$ cat config.mk
export PLATFORM = sky130hd
export DESIGN_NAME = aecf_fifo
export DESIGN_NICKNAME = d
export VERILOG_FILES = /design/src/aabb_elastic_collision_force_core_defines.svh /design/src/aecf_pkg.sv /design/src/aecf_fifo.sv
export SDC_FILE = /design/constraint.sdc
export NUM_CORES = 1
export LEC_CHECK = 0
export BUFFER_PORTS_ARGS = -buffer_cell sky130_fd_sc_hd__buf_2
export CORE_ASPECT_RATIO = 0.75
export CORE_MARGIN = 10
export CORE_UTILIZATION = 40
export DETAILED_ROUTE_END_ITERATION = 12
export PLACE_DENSITY = 0.63
export SKIP_LAST_GASP = 1
export SLEW_MARGIN = 10
export SYNTH_ARGS = -nofsm -noshare
export SYNTH_HDL_FRONTEND = slang
export SYNTH_SLANG_ARGS = --single-unit
$ cat constraint.sdc
create_clock -name clk_i -period 7.51 [get_ports clk_i]
set_input_delay 1.1265 -clock clk_i [delete_from_list [all_inputs] [get_ports clk_i]]
set_output_delay 1.1265 -clock clk_i [all_outputs]
set_load 0.02 [all_outputs]
$ cat src/aabb_elastic_collision_force_core_defines.svh
// Assertion macros used by the back end of the collision core
`ifndef AABB_ELASTIC_COLLISION_FORCE_CORE_DEFINES_SVH
`define AABB_ELASTIC_COLLISION_FORCE_CORE_DEFINES_SVH
// assert that a condition implies a consequence in the same cycle
`define AECF_ASSERT_IMP(lbl, ante, cons) \
  lbl: assert property (@(posedge clk_i) disable iff (!rst_ni) (ante) |-> (cons)) \
    else $error("assertion failed");
// assert that a condition implies a consequence in the next cycle
`define AECF_ASSERT_NEXT(lbl, ante, cons) \
  lbl: assert property (@(posedge clk_i) disable iff (!rst_ni) (ante) |=> (cons)) \
    else $error("assertion failed");
`endif

$ cat src/aecf_pkg.sv
`default_nettype none
package aecf_pkg;
  localparam int unsigned MaxEntities = 256;
  localparam int unsigned TimeBits    = 32;
  localparam logic [9:0]  InvStepRst  = 10'd60;
  localparam logic [7:0]  MarginRst   = 8'd2;
  localparam logic [0:0]  RegInvStep  = 1'b0;
  localparam logic [0:0]  RegMargin   = 1'b1;
  localparam logic signed [47:0] ForceMax = 48'sh7FFF_FFFF_FFFF;
  localparam logic signed [47:0] ForceMin = 48'sh8000_0000_0000;

  typedef struct packed {
    logic [7:0]         other_index;
    logic [31:0]        frame_time;
    logic signed [15:0] offset_x;
    logic signed [15:0] offset_y;
    logic [11:0]        self_width;
    logic [11:0]        self_height;
    logic [11:0]        other_width;
    logic [11:0]        other_height;
    logic [15:0]        mass_self;
    logic [15:0]        mass_other;
    logic signed [23:0] rel_vel_x;
    logic signed [23:0] rel_vel_y;
  } req_t;

  typedef struct packed {
    logic signed [47:0] force_x;
    logic signed [47:0] force_y;
    logic               applied_x;
    logic               applied_y;
    logic               overlap;
  } res_t;

  // classified request handed from front to back
  typedef struct packed {
    logic [7:0]         idx;
    logic [31:0]        t;
    logic [15:0]        m1;
    logic [15:0]        m2;
    logic signed [23:0] dvx;
    logic signed [23:0] dvy;
    logic               base;
    logic               hitx;
    logic               hity;
  } cls_t;
endpackage
`default_nettype wire

$ cat src/aecf_fifo.sv
`default_nettype none
// Two-entry queue between front and back
module aecf_fifo (
  input  wire logic          clk_i,
  input  wire logic          rst_ni,
  input  wire aecf_pkg::cls_t d_i,
  input  wire logic          valid_i,
  output logic               ready_o,
  output aecf_pkg::cls_t     d_o,
  output logic               valid_o,
  input  wire logic          ready_i
);
  import aecf_pkg::*;
  cls_t mem_q [2];
  logic wp_q, rp_q;
  logic [1:0] cnt_q;
  logic wr, rd;

  assign ready_o = cnt_q != 2'd2;
  assign valid_o = cnt_q != 2'd0;
  assign d_o     = mem_q[rp_q];
  assign wr = valid_i && ready_o;
  assign rd = valid_o && ready_i;

  always_ff @(posedge clk_i or negedge rst_ni) begin
    if (!rst_ni) begin
      wp_q <= 1'b0; rp_q <= 1'b0; cnt_q <= 2'd0;
    end else begin
      if (wr) wp_q <= !wp_q;
      if (rd) rp_q <= !rp_q;
      cnt_q <= cnt_q + 2'(wr) - 2'(rd);
    end
  end
  always_ff @(posedge clk_i) begin
    if (wr) mem_q[wp_q] <= d_i;
  end
endmodule
`default_nettype wire

Word-level counts from Yosys, hierarchy flattened. Memory sizes are Yosys's and may differ from the RTL's. Cells that the tools add are included.

Mux-type cells: 2. Reduce and logical (&&, ||, !) cells: 5. Equality and inequality tests: 1. $add $sub $neg: 2.

Operators with widths (count): $add 2x1->2 (1); $logic_and 1x1->1 (2); $logic_not 1->1 (2); $mux 1 (2); $ne 2x2->1 const B (1); $reduce_bool 2->1 (1); $sub 2x1->2 (1).

Memories: 1. Memory bits (writable): 246. Register bits after elaboration: 4.

Memories: mem_q (words 2, width 123, rd ports 1, clocked after Yosys merged registers in 0, wr ports 1, line aecf_fifo.sv:14) `cls_t mem_q [2];`.

Logic depth before layout (Yosys ltp). Gate-level depths: netlist of the first run.

Depth after elaboration: 4. Mapped depth: 5.

Least setup slack after synthesis of the first run. OpenSTA, ideal clock, no wires.

Path type: input port to flip-flop. Start: in valid_i. End: mem mem_q[0][0] in the netlist's numbering, enable pin. Buffers on the path: 0. Setup slack: 0.584 ns. Setup time: 0.606 ns. Data arrival time: 6.319 ns. Stages: 2. Cell sequence: nand2_1 -> nor2_1.

Cells in the longest elaborated chain, start to end: 3.

Ends and longest elaborated chain: start, declared (line aecf_fifo.sv:7) `input wire logic valid_i,`; $logic_and 1x1->1 (line aecf_fifo.sv:22) `assign wr = valid_i && ready_o;`; $mux 1 (line aecf_fifo.sv:35) `if (wr) mem_q[wp_q] <= d_i;`; $mux 1 (not written as such) (line aecf_fifo.sv:35); end, declared (line aecf_fifo.sv:14).

Every way passes these cells.

==> results of run 1 <==
[power by group through the flow]
stage | Clock (W) | Combinational (W) | Sequential (W)
after floorplan | 0 | 0.00121 | 0.00204
after global placement | 0 | 0.00159 | 0.00209
after detailed placement | 0 | 0.00161 | 0.00211
after CTS | 0.00116 | 0.00161 | 0.00208
after global routing | 0.00123 | 0.00168 | 0.00211
final | 0.00113 | 0.00158 | 0.00207
[state kept, by name, summed over array words and instances (netlist names)]
name   flops
wp_q       1
mem_q    246
cnt_q      2
rp_q       1
[how the worst max path moves through the flow]
stage	slack [ns]	startpoint	end
6_report	3.17	rp_q$_DFFE_PN0P_	d_o[46]
5_1_grt	3.02	rp_q$_DFFE_PN0P_	d_o[46]
4_1_cts	3.13	rp_q$_DFFE_PN0P_	d_o[46]
3_5_place_dp	3.67	rp_q$_DFFE_PN0P_	d_o[46]
3_3_place_gp	3.75	rp_q$_DFFE_PN0P_	d_o[35]
2_1_floorplan	0.58	valid_i	mem_q[0][0]$_DFFE_PP_
[worst register-to-register path: cells and delay by family, from the launching register on]
kind                   cells  cell delay, ns
flip-flops                 1            0.43
buffers and inverters      1            0.82
AND/OR/NAND/NOR            2            0.97
[placed cells by master, fill, tap and decap left out]
cell type   count
nor2_4          1
xnor2_1         3
edfxtp_1      246
nand2b_1        1
nand3_1         1
o21ba_2         1
bufinv_16       1
clkbuf_16      25
nor2_1          2
dfrtp_1         3
diode_2         5
mux2_2         63
clkinvlp_4      2
nor2b_1         1
clkinv_2        6
ha_1            1
or2_2           1
a311oi_1        1
o21ai_0         1
clkinv_1        5
clkbuf_1        5
buf_4           4
nand2_1         2
nor4bb_1        1
buf_2         251
mux2_4         60
and3_4          1
dfrtp_4         1
[metrics by stage]
stage                     total power (W)  worst slack [ns]  cell area (µm²)
after floorplan                   0.00325             0.584             9340
after detailed placement          0.00372              3.67            10900
final                             0.00477              3.17            11600
after CTS                         0.00485              3.13            11600
after global routing              0.00502              3.02            11600
after global placement            0.00368              3.75            10900
[logic make-up (layout without fill, tap and decap cells)]
group                    count (synthesis)  after routing  synth area share, %
flip-flops                             250            250                 80.2
buffers and inverters                   14            299                 1.29
AO/OA/AOI/OAI                            3              3                0.255
XOR/XNOR                                 3              3                0.281
AND/OR/NAND/NOR                         11             11                0.630
other                                    0              5                    0
multiplexers                           123            123                 17.2
adder cells (fa/ha/maj)                  1              1                0.134
[layer usage]
layer,GRT usage (%),vias to the layer above
li1,-,2157
met1,16.2,2295
met2,20.1,163
met3,4.97,31
met4,3.27,2
met5,0,-
[cell type report]
cell class                      count  area [µm²]  area share (%)
Clock inverter                     14        93.8           0.806
Timing Repair Buffer              255        1290            11.0
Tap cell                          300         375            3.22
Sequential cell                   250        7490            64.3
Clock buffer                       30         644            5.53
Multi-Input combinational cell    141        1740            15.0
Antenna cell                        5        12.5           0.107
==> impl_results.md, run 1 <==
- Synth cell types: 19
- Vias per cell: 4.67
- Critical path class: flop to output pin
- Remaining DRCs: 0
- Top Layer Used: met5
- Outcome: finished clean
- # IOs: 252
- CTS max path bufs: 3
- Buf/Inv on CP: 2
- Clock Skews: around 0.0077 ns
- EDFF count, synth: roughly 250
- Final hold vios: 0
- Worst path required time: between 6 and 7 ns
- Synth Warn #: 0
- Fmax: 0.231 GHz
- Vias post-DR: between 4000 and 5000
- Post-DP HPWL: 14.0 mm
- Max Slew Vio Count: 0
- FFs w/ async S/R, synth: 1.60%
- WHS: 0.418 ns
- Most used DFF post-synth: edfxtp_1
- Combinational group share of total power: around 33%
- Fin crit share: approximately 58%
- Mapped Nets: 533
- CP max stage delay: 1.10 ns
- Syn Std Cell Area: roughly 9300 µm²
- Post-route insts no fill: a little under 1000
- Initial antenna violation count: 6
- Root Driver: clkbuf_16
- Worst path slowest cell: dfrtp_4
- H-tree depth: 1
- TritonCTS buffer count: 25
- Critical R2R Launch: cnt_q[0]$_DFF_PN0_
- RSZ-0062 raised after global routing: no
- Mapped Cells: 405
- Worst-case vdd ir drop: 0.000324 V
- Slew margin rel.: 25.4%
- Actual slew at the worst max-slew pin: 1.12 ns
- Seq pwr share: 43.4%
- CP startpoint kind: flop
- Die X: 196 µm
- Hold-fix buffers, CTS: 0
- Die Span Y: 152 µm
- Sum Neg Setup Slack: 0 ns
- Max-cap violations: 0
- Count leader, synth: edfxtp_1
- Reg-to-reg slack, setup: 4.85 ns
- TritonCTS clock tree: yes
- PD cells: 410 nW/µm²
- First-pass GRT wire length: between 30 and 40 mm
- Switching power: about 0.0016 W
- Setup Viol. Count Final: 0
- Metal2 WL: around 9.4 mm
- Area delta synth->final: 24.7%
- Routed WL per cell: 20.3 µm
- Post-cts sizing count: 0
- Worst endpoint data arrival time: 3.21 ns
- Min cycle time layout: 4.34 ns
- CP endpoint kind: output pin
- Clk slew on worst S/H paths: 0.06 ns
- Share of layout cells above drive strength 1: 60.4%
- Routability-driven placement congestion ratio: between 0.7 and 0.8
- Worst r2r path cells: 3
- Vias in the first global route: just over 5000
- GRT overflow: 0
- Dpl cells: 946
- CP delay by family, top: flip-flops
- Final Routed Wirelength: 20.2 mm
- WL met3: 1.84 mm
- Starting Density: 40.6%
- Largest net degree at the start of global routing: 73
- Global Route Usage Sum: 12.8%
- Leakage: 4.49 nW
- Worst-Skew Late Latency: 0.50 ns
- Util after Layout: 50.6%
- Sw Share: 32.5%
- Iteration-0 DRC Markers: 304
- # fillers: 1900
- Total die area: 29900 µm²
- Clk pwr share: about a quarter
- Largest fanout on the critical path: 72
- Post-CTS Setup Bufs: 0
- Sink Count: 250
- Core box area: 23000 µm²
- Final nets: 801
- Drt pass-1 iters: 4
- WP depth: 3
- Row cnt: 48
- RR Endpoint: mem_q[1][66]$_DFFE_PP_
- WL met1: roughly 8.5 mm
- Area leader, netlist: edfxtp_1
- I/O Buffers: 251
- Internal power: 0.00322 W
- Hold WC Path Type: input pin to asynchronous set/reset pin
- Routed Antenna Nets: 0
- Synth top cells by count: edfxtp_1, mux2_2, mux2_4
- Area contributors post-synth: edfxtp_1, mux2_4, mux2_2
- Sequential area share after synthesis: 80.2%
- #FFs+latches synth: between 200 and 300
- Crit-path cells: buf_4 > mux2_2 > buf_2
- Syn Area/Cell: 23.1 µm²
- Top cell type's share of synthesized area: 79.1%
No activity file was read; power rests on OpenSTA's default activity.
==> inputs of run 2 (changes only) <==
clock period = 4.2 ns   (was 7.51 ns; I/O delays follow)
==> impl_results.md, run 2 (same netlist as run 1, synthesis figures left out) <==
- Sw Share: 32.5% (about the same)
- Fmax: 0.328 GHz
- Leakage: 4.54 nW (+1.2%)
- Clk pwr share: 24.3% (+0.7 points)
- CTS max path bufs: 3 (unchanged)
- Share of layout cells above drive strength 1: 60.3% (-0.15 points)
- Vias per cell: 4.75 (+1.8%)
- Post-DP HPWL: 14.4 mm (+2.9%)
- Routability-driven placement congestion ratio: 0.748 (+2.5%)
- Worst path required time: 3.57 ns (-2.81 ns)
- PD cells: 738 nW/µm² (+80%)
- Final nets: 805 (+0.50%)
- Combinational group share of total power: 34.0% (+1.0 points)
- Worst-case vdd ir drop: 0.000388 V (+20%)
- Starting Density: 40.6% (unchanged)
- Root Driver: clkbuf_16
- Die X: 196 µm (unchanged)
- Top flop regs: mem_q x246, cnt_q x2
- Post-route insts no fill: 995 (unchanged)
- CP endpoint kind: output pin
- Sink Count: 250 (unchanged)
- Remaining DRCs: 0 (unchanged)
- Max-cap violations: 0 (unchanged)
- Slew margin rel.: 33.7% (+8.3 points)
- Internal power: 0.00586 W (+82%)
- Util after Layout: 51.1% (+0.48 points)
- Seq pwr share: 41.6% (-1.8 points)
- Clk slew on worst S/H paths: 0.06 ns (about the same)
- Routed Antenna Nets: 0 (unchanged)
- Hold WC Path Type: input pin to flop
- Initial antenna violation count: 4 (-2)
- Drt pass-1 iters: 4 (unchanged)
- Vias post-DR: 4731 (+1.8%)
- Most common cell after layout, fill and taps aside: buf_2
- Max Slew Vio Count: 0 (unchanged)
- Row cnt: 48 (unchanged)
- Worst endpoint data arrival time: 2.42 ns (-0.79 ns)
- Outcome: finished clean
- Switching power: 0.00283 W (+82%)
- Actual slew at the worst max-slew pin: 0.992 ns (-0.127 ns)
- First-pass GRT wire length: 30.5 mm (+0.66%)
- I/O Buffers: 251 (unchanged)
- TritonCTS buffer count: 26 (+4.0%)
- Worst hold stages: 1
- Final hold vios: 0 (unchanged)
- # IOs: 252 (unchanged)
- WHS: 0.301 ns (-0.117 ns)
- Clock Skews: 0.00775 ns (+0.0000931 ns)
- Area delta synth->final: 25.9%
- CP startpoint kind: flop
- Most frequent cells in the layout: buf_2, edfxtp_1, mux2_2
- Critical path class: flop to output pin
- Final Routed Wirelength: 20.5 mm (+1.7%)
- Largest fanout on the critical path: 39 (-46%)
- Worst-Skew Late Latency: 0.52 ns (+0.02 ns)
- Dpl cells: 948 (+0.21%)
- Setup Viol. Count Final: 0 (unchanged)
- Fin crit share: a little over 70%
- Max FFs per register: 246 (unchanged)
- Placed Instance Area: 11000 µm² (+0.60%)
- TritonCTS clock tree: yes
- Worst r2r path cells: 4 (+1)
- Iteration-0 DRC Markers: 237 (-22%)
- Die Span Y: 152 µm (unchanged)
- GRT overflow: 0 (unchanged)
- # diodes: 0 (-5)
- Largest net degree at the start of global routing: 95 (+30%)
- Core box area: 23000 µm² (unchanged)
- Final Instance Area: 11800 µm² (+0.96%)
- H-tree depth: 1 (unchanged)
- Routed WL per cell: 20.6 µm (+1.7%)
- Vias in the first global route: 5122 (+0.73%)
- Sum Neg Setup Slack: 0 ns (unchanged)
- RSZ-0062 raised after global routing: no
- Min cycle time layout: 3.05 ns
- Total die area: 29900 µm² (unchanged)
- Global Route Usage Sum: 12.9% (+0.13 points)
- Post-cts sizing count: 0 (unchanged)
- Reg with most FFs: mem_q
## run 2: changes by cell type in the layout (fill, tap and decap cells not counted), sizes merged
| cell | before | now |
|---|---|---|
| diode | 5 | 0 |
| clkinvlp | 2 | 1 |
| dlygate4sd3 | 0 | 1 |
| buf | 255 | 257 |
| clkinv | 11 | 14 |
## run 2: stage by stage
step | setup slack [ns] | total power [W]
2_1_floorplan | 0.115 | 0.00577
3_3_place_gp | 1.75 | 0.00661
3_5_place_dp | 1.64 | 0.00669
4_1_cts | 1.08 | 0.00883
5_1_grt | 1.04 | 0.00910
6_report | 1.15 | 0.00868
## run 2: cell type report
type	instances	area, µm²
multi-input cells	141	1740
fillers	1882	11200
clock buffers	30	687
flip-flops and latches	250	7490
clock inverters	16	100
well taps	300	375
repair buffers	258	1360
## run 2: what timing repair did
item / 4_1_cts / 5_1_grt
setup buffers: 0 / 0
endpoints found under the hold margin: 4 / 0
hold buffers: 1 / 0
## run 2: final timing paths
path | start | slack [ns] | to
max | rp_q$_DFFE_PN0P_ | 1.15 | d_o[11]
min | d_i[84] | 0.30 | mem_q[1][84]$_DFFE_PP_
max reg2reg | cnt_q[0]$_DFF_PN0_ | 1.97 | mem_q[0][89]$_DFFE_PP_
min reg2reg | wp_q$_DFFE_PN0P_ | 0.56 | wp_q$_DFFE_PN0P_
max in group asynchronous | rst_ni | 3.57 | rp_q$_DFFE_PN0P_
min in group asynchronous | rst_ni | 0.49 | cnt_q[0]$_DFF_PN0_
## run 2: critical path, stage by stage, from the launching register on
cell and delay [ns]:
dfrtp_4 0.74, buf_4 0.57, mux2_2 0.41, buf_2 0.16
## run 2: layer usage
metal,global-route usage [%],wire length [µm],vias to the layer above
met5,0,37,-
met4,2.50,320,6
met3,4.93,1800,28
met2,20.6,9630,182
met1,16.4,8750,2356
li1,-,-,2159
## run 2: power by group through the flow
stage | sequential, W | combinational [W] | clock (W)
6_report | 0.00362 | 0.00296 | 0.00211
5_1_grt | 0.00367 | 0.00315 | 0.00227
4_1_cts | 0.00362 | 0.00303 | 0.00217
3_5_place_dp | 0.00367 | 0.00302 | 0
3_3_place_gp | 0.00365 | 0.00296 | 0
2_1_floorplan | 0.00360 | 0.00216 | 0
