===== src/aabb_elastic_collision_force_core_defines.svh =====
// Assertion macros used by the back end of the collision core
`ifndef AABB_ELASTIC_COLLISION_FORCE_CORE_DEFINES_SVH
`define AABB_ELASTIC_COLLISION_FORCE_CORE_DEFINES_SVH
// assert that a condition implies a consequence in the same cycle
`define AECF_ASSERT_IMP(lbl, ante, cons) \
  lbl: assert property (@(posedge clk_i) disable iff (!rst_ni) (ante) |-> (cons)) \
    else $error("assertion failed");
// assert that a condition implies a consequence in the next cycle
`define AECF_ASSERT_NEXT(lbl, ante, cons) \
  lbl: assert property (@(posedge clk_i) disable iff (!rst_ni) (ante) |=> (cons)) \
    else $error("assertion failed");
`endif


===== src/aecf_pkg.sv =====
`default_nettype none
package aecf_pkg;
  localparam int unsigned MaxEntities = 256;
  localparam int unsigned TimeBits    = 32;
  localparam logic [9:0]  InvStepRst  = 10'd60;
  localparam logic [7:0]  MarginRst   = 8'd2;
  localparam logic [0:0]  RegInvStep  = 1'b0;
  localparam logic [0:0]  RegMargin   = 1'b1;
  localparam logic signed [47:0] ForceMax = 48'sh7FFF_FFFF_FFFF;
  localparam logic signed [47:0] ForceMin = 48'sh8000_0000_0000;

  typedef struct packed {
    logic [7:0]         other_index;
    logic [31:0]        frame_time;
    logic signed [15:0] offset_x;
    logic signed [15:0] offset_y;
    logic [11:0]        self_width;
    logic [11:0]        self_height;
    logic [11:0]        other_width;
    logic [11:0]        other_height;
    logic [15:0]        mass_self;
    logic [15:0]        mass_other;
    logic signed [23:0] rel_vel_x;
    logic signed [23:0] rel_vel_y;
  } req_t;

  typedef struct packed {
    logic signed [47:0] force_x;
    logic signed [47:0] force_y;
    logic               applied_x;
    logic               applied_y;
    logic               overlap;
  } res_t;

  // classified request handed from front to back
  typedef struct packed {
    logic [7:0]         idx;
    logic [31:0]        t;
    logic [15:0]        m1;
    logic [15:0]        m2;
    logic signed [23:0] dvx;
    logic signed [23:0] dvy;
    logic               base;
    logic               hitx;
    logic               hity;
  } cls_t;
endpackage
`default_nettype wire


===== src/aecf_front.sv =====
`default_nettype none
// Front: overlap and hit classification, one request per cycle unless the queue holds its output
module aecf_front (
  input  wire logic          clk_i,
  input  wire logic          rst_ni,
  input  wire aecf_pkg::req_t req_i,
  input  wire logic [7:0]    margin_i,
  input  wire logic          valid_i,
  output logic               ready_o,
  output aecf_pkg::cls_t     cls_o,
  output logic               valid_o,
  input  wire logic          ready_i
);
  import aecf_pkg::*;
  logic signed [17:0] ox, oy, w1, h1, w2, h2, mg;
  cls_t cls_d, cls_q;
  logic vld_q;

  always_comb begin
    ox = 18'(req_i.offset_x);
    oy = 18'(req_i.offset_y);
    w1 = {6'd0, req_i.self_width};
    h1 = {6'd0, req_i.self_height};
    w2 = {6'd0, req_i.other_width};
    h2 = {6'd0, req_i.other_height};
    mg = {10'd0, margin_i};
    cls_d.idx  = req_i.other_index;
    cls_d.t    = req_i.frame_time;
    cls_d.m1   = req_i.mass_self;
    cls_d.m2   = req_i.mass_other;
    cls_d.dvx  = req_i.rel_vel_x;
    cls_d.dvy  = req_i.rel_vel_y;
    cls_d.base = (req_i.mass_self != 0) && (req_i.mass_other != 0) &&
                 (ox + w2 > 0) && (oy + h2 > 0) && (ox < w1) && (oy < h1);
    cls_d.hitx = !((h1 - mg < oy) || (oy + h2 - mg < 0));
    cls_d.hity = !((w1 - mg < ox) || (ox + w2 - mg < 0));
  end

  assign ready_o = !vld_q || ready_i;
  assign cls_o   = cls_q;
  assign valid_o = vld_q;

  // output register
  always_ff @(posedge clk_i or negedge rst_ni) begin
    if (!rst_ni) begin
      vld_q <= 1'b0;
    end else if (ready_o) begin
      vld_q <= valid_i;
    end
  end
  always_ff @(posedge clk_i) begin
    if (ready_o && valid_i) begin
      cls_q <= cls_d;
    end
  end
endmodule
`default_nettype wire


===== config.mk =====
export PLATFORM = sky130hd
export DESIGN_NAME = aecf_front
export DESIGN_NICKNAME = d
export VERILOG_FILES = /design/src/aabb_elastic_collision_force_core_defines.svh /design/src/aecf_pkg.sv /design/src/aecf_front.sv
export SDC_FILE = /design/constraint.sdc
export NUM_CORES = 1
export LEC_CHECK = 0
export ABC_AREA = 1
export BUFFER_PORTS_ARGS = -buffer_cell sky130_fd_sc_hd__clkbuf_2
export CAP_MARGIN = 20
export CELL_PAD_IN_SITES_DETAIL_PLACEMENT = 0
export CELL_PAD_IN_SITES_GLOBAL_PLACEMENT = 1
export CORE_MARGIN = 8
export CORE_UTILIZATION = 33
export CTS_BUF_LIST = sky130_fd_sc_hd__clkbuf_2 sky130_fd_sc_hd__clkbuf_4 sky130_fd_sc_hd__clkbuf_8
export DETAILED_ROUTE_END_ITERATION = 6
export HOLD_SLACK_MARGIN = 0.06
export PLACE_DENSITY = 0.88
export SLEW_MARGIN = 20
export SYNTH_ARGS = -nofsm -noshare
export SYNTH_HDL_FRONTEND = slang
export SYNTH_SLANG_ARGS = --single-unit

===== constraint.sdc =====
create_clock -name clk_i -period 6.95 [get_ports clk_i]
set_input_delay 0.695 -clock clk_i [delete_from_list [all_inputs] [get_ports clk_i]]
set_output_delay 0.695 -clock clk_i [all_outputs]
set_load 0.02 [all_outputs]

# Yosys cells after proc, flatten, opt, wreduce, memory -nomap -nowiden
# Index checks and enable logic that the tools add are counted.
[classes]
add_sub_neg = 6
mul = 0
div_mod_pow = 0
order_cmp = 8
n_eq_ne = 0
shift = 0
mux = 0
n_bitwise = 0
reduce_logical = 14
[op_table]
columns = ["cell", "count"]
rows = [
  ["$lt A18 B1 Y1 const B", 2],
  ["$sub A17 B9 Y18", 2],
  ["$add A16 B13 Y17", 2],
  ["$gt A17 B1 Y1 const B", 2],
  ["$lt A13 B16 Y1", 2],
  ["$lt A16 B13 Y1", 2],
  ["$reduce_bool A16 Y1", 2],
  ["$sub A12 B8 Y13", 2],
  ["$logic_and A1 B1 Y1", 6],
  ["$logic_not A1 Y1", 3],
  ["$logic_or A1 B1 Y1", 3],
]
[totals]
ff_bits = 124
latchBits = 0
mem_bits_rw = 0
romBits = 0
inputBits = 212
output_inout_bits = 125
elab_cells = 38
n_memories = 0

# Depth between registers and ports, before layout
# Gate-level depths: netlist of the first run.
[logic_depth]
depth_word = 6
mapped_depth = 23
mapped_depth_nobuf = 23

# Least setup slack after synthesis of the first run
# Ideal clock, no wire load.
[synth_timing]
kind = "input-to-reg"
startpoint = "input port valid_i"
endpoint = "register cls_q (netlist bit cls_o[0]) (enable)"
setup_ns = 0.646
t_arrival_ns = 6.661
required_time_ns = 6.304
path_slack_ns = -0.357
path_stages = 2
path_buffers = 0
cell_sequence = "inv_1 a21oi_1"
[synth_between]
elab_chain_cells = 1
[synth_lines]
columns = ["element", "line", "source"]
rows = [
  ["start, declared", "aecf_front.sv:8", "input wire logic valid_i,"],
  ["$logic_and A1 B1 Y1", "aecf_front.sv:52", "if (ready_o && valid_i) begin"],
  ["end signal, assigned", "aecf_front.sv:53", "cls_q <= cls_d;"],
  ["end, declared", "aecf_front.sv:16", "cls_t cls_d, cls_q;"],
]
# No other way between the ends.
# A chain may end at the register's enable or synchronous reset.

==> flow_metrics.py, run 1 <==
metrics = {
    "run_status": {
        "status": "completed",
    },
    "sta": {
        "post-route-period-util": 0.473,
        "slew_headroom": 0.502,
        "fmax_mhz": 304,
        "period_needed_ns": 3.29,
        "hold_viol": 0,
        "grt_setup_unrepaired": "false",
        "worstMarginPinSlew_ns": 0.747,
        "tns_ns": 0,
        "fin_worst_skew_ns": 0.0143,
        "setup_viol_count_final": 0,
        "drv_slew": 0,
    },
    "synth": {
        "synth-seq-cells": 124,
        "syn_nets": 1247,
        "synth_cell_types": 34,
        "synthFlopType": "edfxtp_1",
        "async_flop_share": 0.00806,
        "synth_cells": 925,
        "yosys_warnings": 0,
        "syn_area_um2": 8220,
        "syn_area_per_cell_um2": 8.89,
        "seq_area_frac_synth": 0.452,
        "synth-edff-count": 123,
    },
    "floorplan": {
        "die_y_um": 174,
        "start_util": 0.337,
        "dieArea_um2": 30200,
        "fp.dieW_um": 174,
        "top_level_ports": 337,
        "row_count": 57,
        "core_area_um2": 24400,
    },
    "setup_path": {
        "crit_family": "compound AO/OA/AOI/OAI gates",
        "cp.arrival_ns": 3.47,
        "timing.critical_path.mode_cell": "nand2_1",
        "cp-end-kind": "flip-flop",
        "crit_type": "in -> reg",
        "worstPathRequired_ns": 7.13,
        "max_stage_delay_ns": 0.41,
        "cp_slowest_cell": "fa_1",
        "crit_chain": "clkbuf_2 -> ha_1 -> fa_1 -> o21ai_1 -> a21oi_1 -> o21bai_1 -> a31oi_2 -> nand4_1 -> nand2_1 -> ha_1 -> inv_1 -> nor3_1 -> a211oi_1 -> nand2_1 -> nand2_1 -> nand2_1 -> nand2_1 -> nand2_1 -> nor2_1",
        "critPathLaunchType": "input pin",
        "path_buf_inv": 2,
        "crit_path_max_fanout": 4,
        "r2r_slack_ns": 4.32,
    },
    "power_and_ir_drop": {
        "irDropWorstVdd_mv": 0.134,
        "power.share.sequential": 0.431,
        "p_leak_nw": 5.76,
        "p_switching_uw": 673,
        "p_int_mw": 1.38,
        "sw_frac_of_total": 0.328,
        "pwr-share-comb": 0.271,
        "clkPwrFrac": 0.298,
        "powerDensity_nw_per_um2": 191,
        "finalPower_mw": 2.05,
    },
    "route": {
        "drc_errors": 0,
        "first_pass_iters": 5,
        "num_vias": 7398,
        "vias_per_cell": 4.56,
        "drt_iter0_markers": 461,
        "wl_per_cell_um": 17.8,
        "ant_nets": 0,
        "totalWireLength_um": 28900,
    },
    "clock_tree": {
        "clk_transition_reported_paths_ns": 0.08,
        "clock_sinks": 124,
        "clock_latency_ns": 0.42,
        "clk_path_buf_depth": 2,
        "htreeDepth": 4,
        "numCtsBuffers": 17,
        "cts_root_buffer": "clkbuf_8",
        "cts_tree": "done",
        "cts_setup_buffers": 0,
    },
    "finish": {
        "most-common-layout-cells": "336 x clkbuf_2, 248 x nand2_1, 176 x inv_1",
        "fin_nets": 1605,
        "fin_cells": 1624,
        "syn_to_final_growth_pct": 30.7,
        "layout_commonest_cell": "clkbuf_2",
        "layout-drive-gt1-share": 0.301,
    },
    "placement": {
        "dp_cells": 1587,
        "numPortBuffers": 336,
        "globalplace.congestion": 0.889,
        "dp_hpwl_um": 25700,
    },
    "grt": {
        "grt_pass1_vias": 7423,
        "grt_usage": 0.185,
        "grt_start_max_net_pins": 63,
        "grt-ovfl-total": 0,
        "antenna_found_initial": 6,
        "grt_pass1_wl_um": 43000,
    },
    "job": {
        "drv_cap": 0,
    },
    "min_path": {
        "worstHoldPathType": "in -> reg",
    },
}
[Yosys cell counts (2+ instances only)]
library cell / count / area (µm²)
o21a_1: 5 / 37.5
nor4_1: 8 / 50.1
xor2_1: 16 / 140
a21oi_1: 46 / 230
a2111oi_0: 2 / 17.5
inv_1: 176 / 661
nand4_1: 22 / 138
or2_2: 2 / 12.5
nand2_1: 248 / 931
fa_1: 4 / 80.1
nand2_2: 9 / 56.3
nor3_1: 7 / 35.0
nand3b_1: 8 / 60.1
a211oi_1: 2 / 15.0
o21bai_1: 3 / 22.5
and3_1: 2 / 12.5
ha_1: 106 / 1330
o21ai_1: 2 / 10.0
a31oi_2: 2 / 25.0
a21o_1: 3 / 22.5
edfxtp_1: 123 / 3690
nor2_1: 55 / 206
xnor2_1: 6 / 52.6
inv_2: 2 / 7.51
nand3_1: 50 / 250
nand3_2: 2 / 20.0
o21ai_0: 7 / 35.0
[cell families (layout without fill, tap and decap cells)]
group                    count (synthesis)  after routing  share of synthesized area
flip-flops                             124            124                      0.452
AND/OR/NAND/NOR                        416            416                      0.218
other                                    0              4                          0
AO/OA/AOI/OAI                           75             75                     0.0536
XOR/XNOR                                22             22                     0.0234
adder cells (fa/ha/maj)                110            110                      0.171
buffers and inverters                  178            549                     0.0813
[cell type report]
type,instances,area (µm²)
Antenna cell,4,10.0
Clock buffer,17,234
Clock inverter,15,153
Fill cell,2435,13700
Inverter,178,668
Multi-Input combinational cell,623,3840
Sequential cell,124,3720
Tap cell,324,405
Timing Repair Buffer,339,1710
[worst paths after layout]
kind | start | end | depth (start not counted)
setup / recovery | margin_i[0] | cls_o[0] | 19
hold / removal | req_i[194] | cls_o[117] | 1
setup reg to reg | valid_o | cls_o[93] | 3
hold reg to reg | valid_o | valid_o | 2
max in group asynchronous | rst_ni | valid_o | 2
min in group asynchronous | rst_ni | valid_o | 2
[metal layers]
metal | track usage | wire (µm) | share of wire
met5 | 0 | 26 | 0.00090
met4 | 0.0574 | 456 | 0.016
met3 | 0.0525 | 2130 | 0.074
met2 | 0.353 | 15400 | 0.53
met1 | 0.192 | 10900 | 0.38
[power by group through the flow]
stage / Sequential [mW] / Clock, mW / Combinational (mW)
floorplan: 0.956 / 0 / 0.302
global placement: 0.901 / 0 / 0.548
detailed placement: 0.902 / 0 / 0.556
CTS: 0.885 / 0.621 / 0.560
global route: 0.888 / 0.648 / 0.634
finish: 0.884 / 0.610 / 0.556
[through the flow]
step	hold WS (ns)	instance area (µm²)	worst slack (ns)	utilization
after floorplan	0.399	8220	2.17	-
after global placement	0.471	10300	3.31	0.424
after detailed placement	0.471	10300	3.26	0.424
after CTS	0.409	10700	3.71	0.440
after global routing	0.407	10700	3.41	0.440
final	0.441	10700	3.66	0.440
[sequential cells by signal (all words and copies together) (netlist names)]
register  count
cls_o       123
valid_o       1
[repair_timing]
| action | in CTS | in global routing |
|---|---|---|
| hold buffers | 1 | 0 |
| hold endpoints to repair | 1 | 0 |
| resized for setup | 0 | 0 |
Note: power is estimated with default switching activity, not from simulation.
==> run 2: changes to the inputs <==
- CORE_UTILIZATION: 33 -> 36
- PLACE_DENSITY: 0.88 -> 0.91
- clock period: 6.95 -> 3.09 ns (I/O delays scaled with it)
==> flow_metrics.py, run 2 (same netlist as run 1, synthesis figures left out) <==
metrics = {
    "grt": {
        "grt-ovfl-total": 0,
        "grt_pass1_wl_um": 47800,
        "antenna_found_initial": 6,
        "grt_pass1_vias": 8436,
        "grt_usage": 0.223,
        "grt_start_max_net_pins": 59,
    },
    "min_path": {
        "min_path_cells": 1,
        "holdPathEnd": "cls_o[81]",
        "hold_start": "req_i[78]",
        "worstHoldPathType": "in -> reg",
    },
    "floorplan": {
        "fp.dieW_um": 167,
        "die_y_um": 167,
        "top_level_ports": 337,
        "row_count": 55,
        "dieArea_um2": 27900,
        "core_area_um2": 22500,
        "start_util": 0.365,
    },
    "power_and_ir_drop": {
        "irDropWorstVdd_mv": 0.277,
        "p_leak_nw": 6.24,
        "finalPower_mw": 4.86,
        "powerDensity_nw_per_um2": 413,
    },
    "route": {
        "num_vias": 8135,
        "ant_nets": 0,
        "drt_iter0_markers": 506,
        "wl_per_cell_um": 19.0,
        "vias_per_cell": 4.80,
        "totalWireLength_um": 32200,
        "drc_errors": 0,
        "first_pass_iters": 4,
    },
    "sta": {
        "post-route-period-util": 0.908,
        "slew_headroom": 0.682,
        "grt_setup_unrepaired": "false",
        "fin_worst_skew_ns": 0.0160,
        "hold_viol": 0,
        "setup_viol_count_final": 0,
        "period_needed_ns": 2.81,
        "fmax_mhz": 356,
        "hold_slack_ns": 0.0892,
        "drv_slew": 0,
        "worstMarginPinSlew_ns": 0.475,
    },
    "placement": {
        "numPortBuffers": 336,
        "dp_hpwl_um": 26100,
        "globalplace.congestion": 0.910,
        "dpl_cell_area_um2": 10500,
    },
    "clock_tree": {
        "clk_path_buf_depth": 2,
        "cts_root_buffer": "clkbuf_8",
        "clk_transition_reported_paths_ns": 0.07,
        "numCtsBuffers": 17,
        "htreeDepth": 4,
        "clock_latency_ns": 0.44,
        "cts_tree": "done",
        "clock_sinks": 124,
    },
    "finish": {
        "layout_commonest_cell": "clkbuf_2",
        "fin_nets": 1713,
        "most-common-layout-cells": "336 x clkbuf_2, 248 x nand2_1, 176 x inv_1",
        "fin_util": 0.524,
        "layout-drive-gt1-share": 0.292,
        "syn_to_final_growth_pct": 43.4,
        "postLayoutCellArea_um2": 11800,
        "largest_reg_flops": 123,
    },
    "setup_path": {
        "crit_path_max_fanout": 3,
        "worstPathRequired_ns": 3.27,
        "cp.arrival_ns": 2.99,
        "cp-end-kind": "flip-flop",
        "timing.rr.start": "valid_o",
        "critPathLaunchType": "input pin",
        "reg2reg_depth": 2,
        "crit_type": "in -> reg",
        "critPathLaunch": "req_i[116]",
        "r2r_slack_ns": 1.46,
        "r2r_end": "cls_o[67]",
    },
    "job": {
        "drv_cap": 0,
    },
    "run_status": {
        "status": "completed",
    },
}
[run 2: cell type report]
type | instances | area, µm²
diodes | 6 | 15.0
clock inverters | 15 | 170
inverters | 178 | 668
clock buffers | 17 | 234
multi-input cells | 623 | 3840
repair buffers | 447 | 2780
well taps | 285 | 357
flip-flops and latches | 124 | 3720
fillers | 2063 | 10700
[run 2: metal layers]
metal,up-vias,track usage,part of all wire,wire length (µm)
li1,4017,-,-,-
met2,301,0.432,0.54,17300
met3,37,0.0515,0.055,1780
met1,3780,0.232,0.38,12200
met5,-,0,0,0
met4,0,0.0721,0.024,784
[run 2: how the worst max path moves through the flow]
| stage | to | slack, ns | depth (start not counted) |
|---|---|---|---|
| floorplan | cls_o[0] | 0.11 | 1 |
| global placement | cls_o[0] | -0.07 | 19 |
| detailed placement | cls_o[1] | -0.17 | 20 |
| CTS | cls_o[1] | 0.31 | 20 |
| global route | cls_o[1] | 0.03 | 22 |
| finish | cls_o[0] | 0.28 | 20 |
[run 2: critical path, stage by stage]
cell      delay (ns)
clkbuf_2        0.08
inv_1           0.04
ha_1            0.21
fa_1            0.42
o21ai_1         0.25
a21oi_1         0.11
o21bai_1        0.28
a31oi_2         0.18
nand4_1         0.15
nand2_1         0.07
ha_1            0.27
inv_1           0.05
nor3_1          0.18
a211oi_1        0.06
nand2_1         0.07
nand2_1         0.06
nand2_1         0.06
nand2_1         0.05
nand2_1         0.05
nor2_1          0.04
[run 2: per-stage QoR]
stage | TNS (ns) | instances | worst slack (ns)
floorplan | 0 | 925 | 0.106
global placement | -0.130 | 1567 | -0.0697
detailed placement | -0.290 | 1567 | -0.168
CTS | 0 | 1683 | 0.314
global route | 0 | 1695 | 0.0252
finish | 0 | 1695 | 0.284
[run 2: report_power, final]
part / switching [mW] / internal (mW)
Sequential: 0.0316 / 1.96
Combinational: 0.834 / 0.575
Clock: 0.780 / 0.683
Total: 1.65 / 3.22
[run 2: repair_timing]
item	4_1_cts	5_1_grt
endpoints found under the hold margin	84	6
hold buffers	84	6
buffers inserted	0	0
resized for setup	0	0
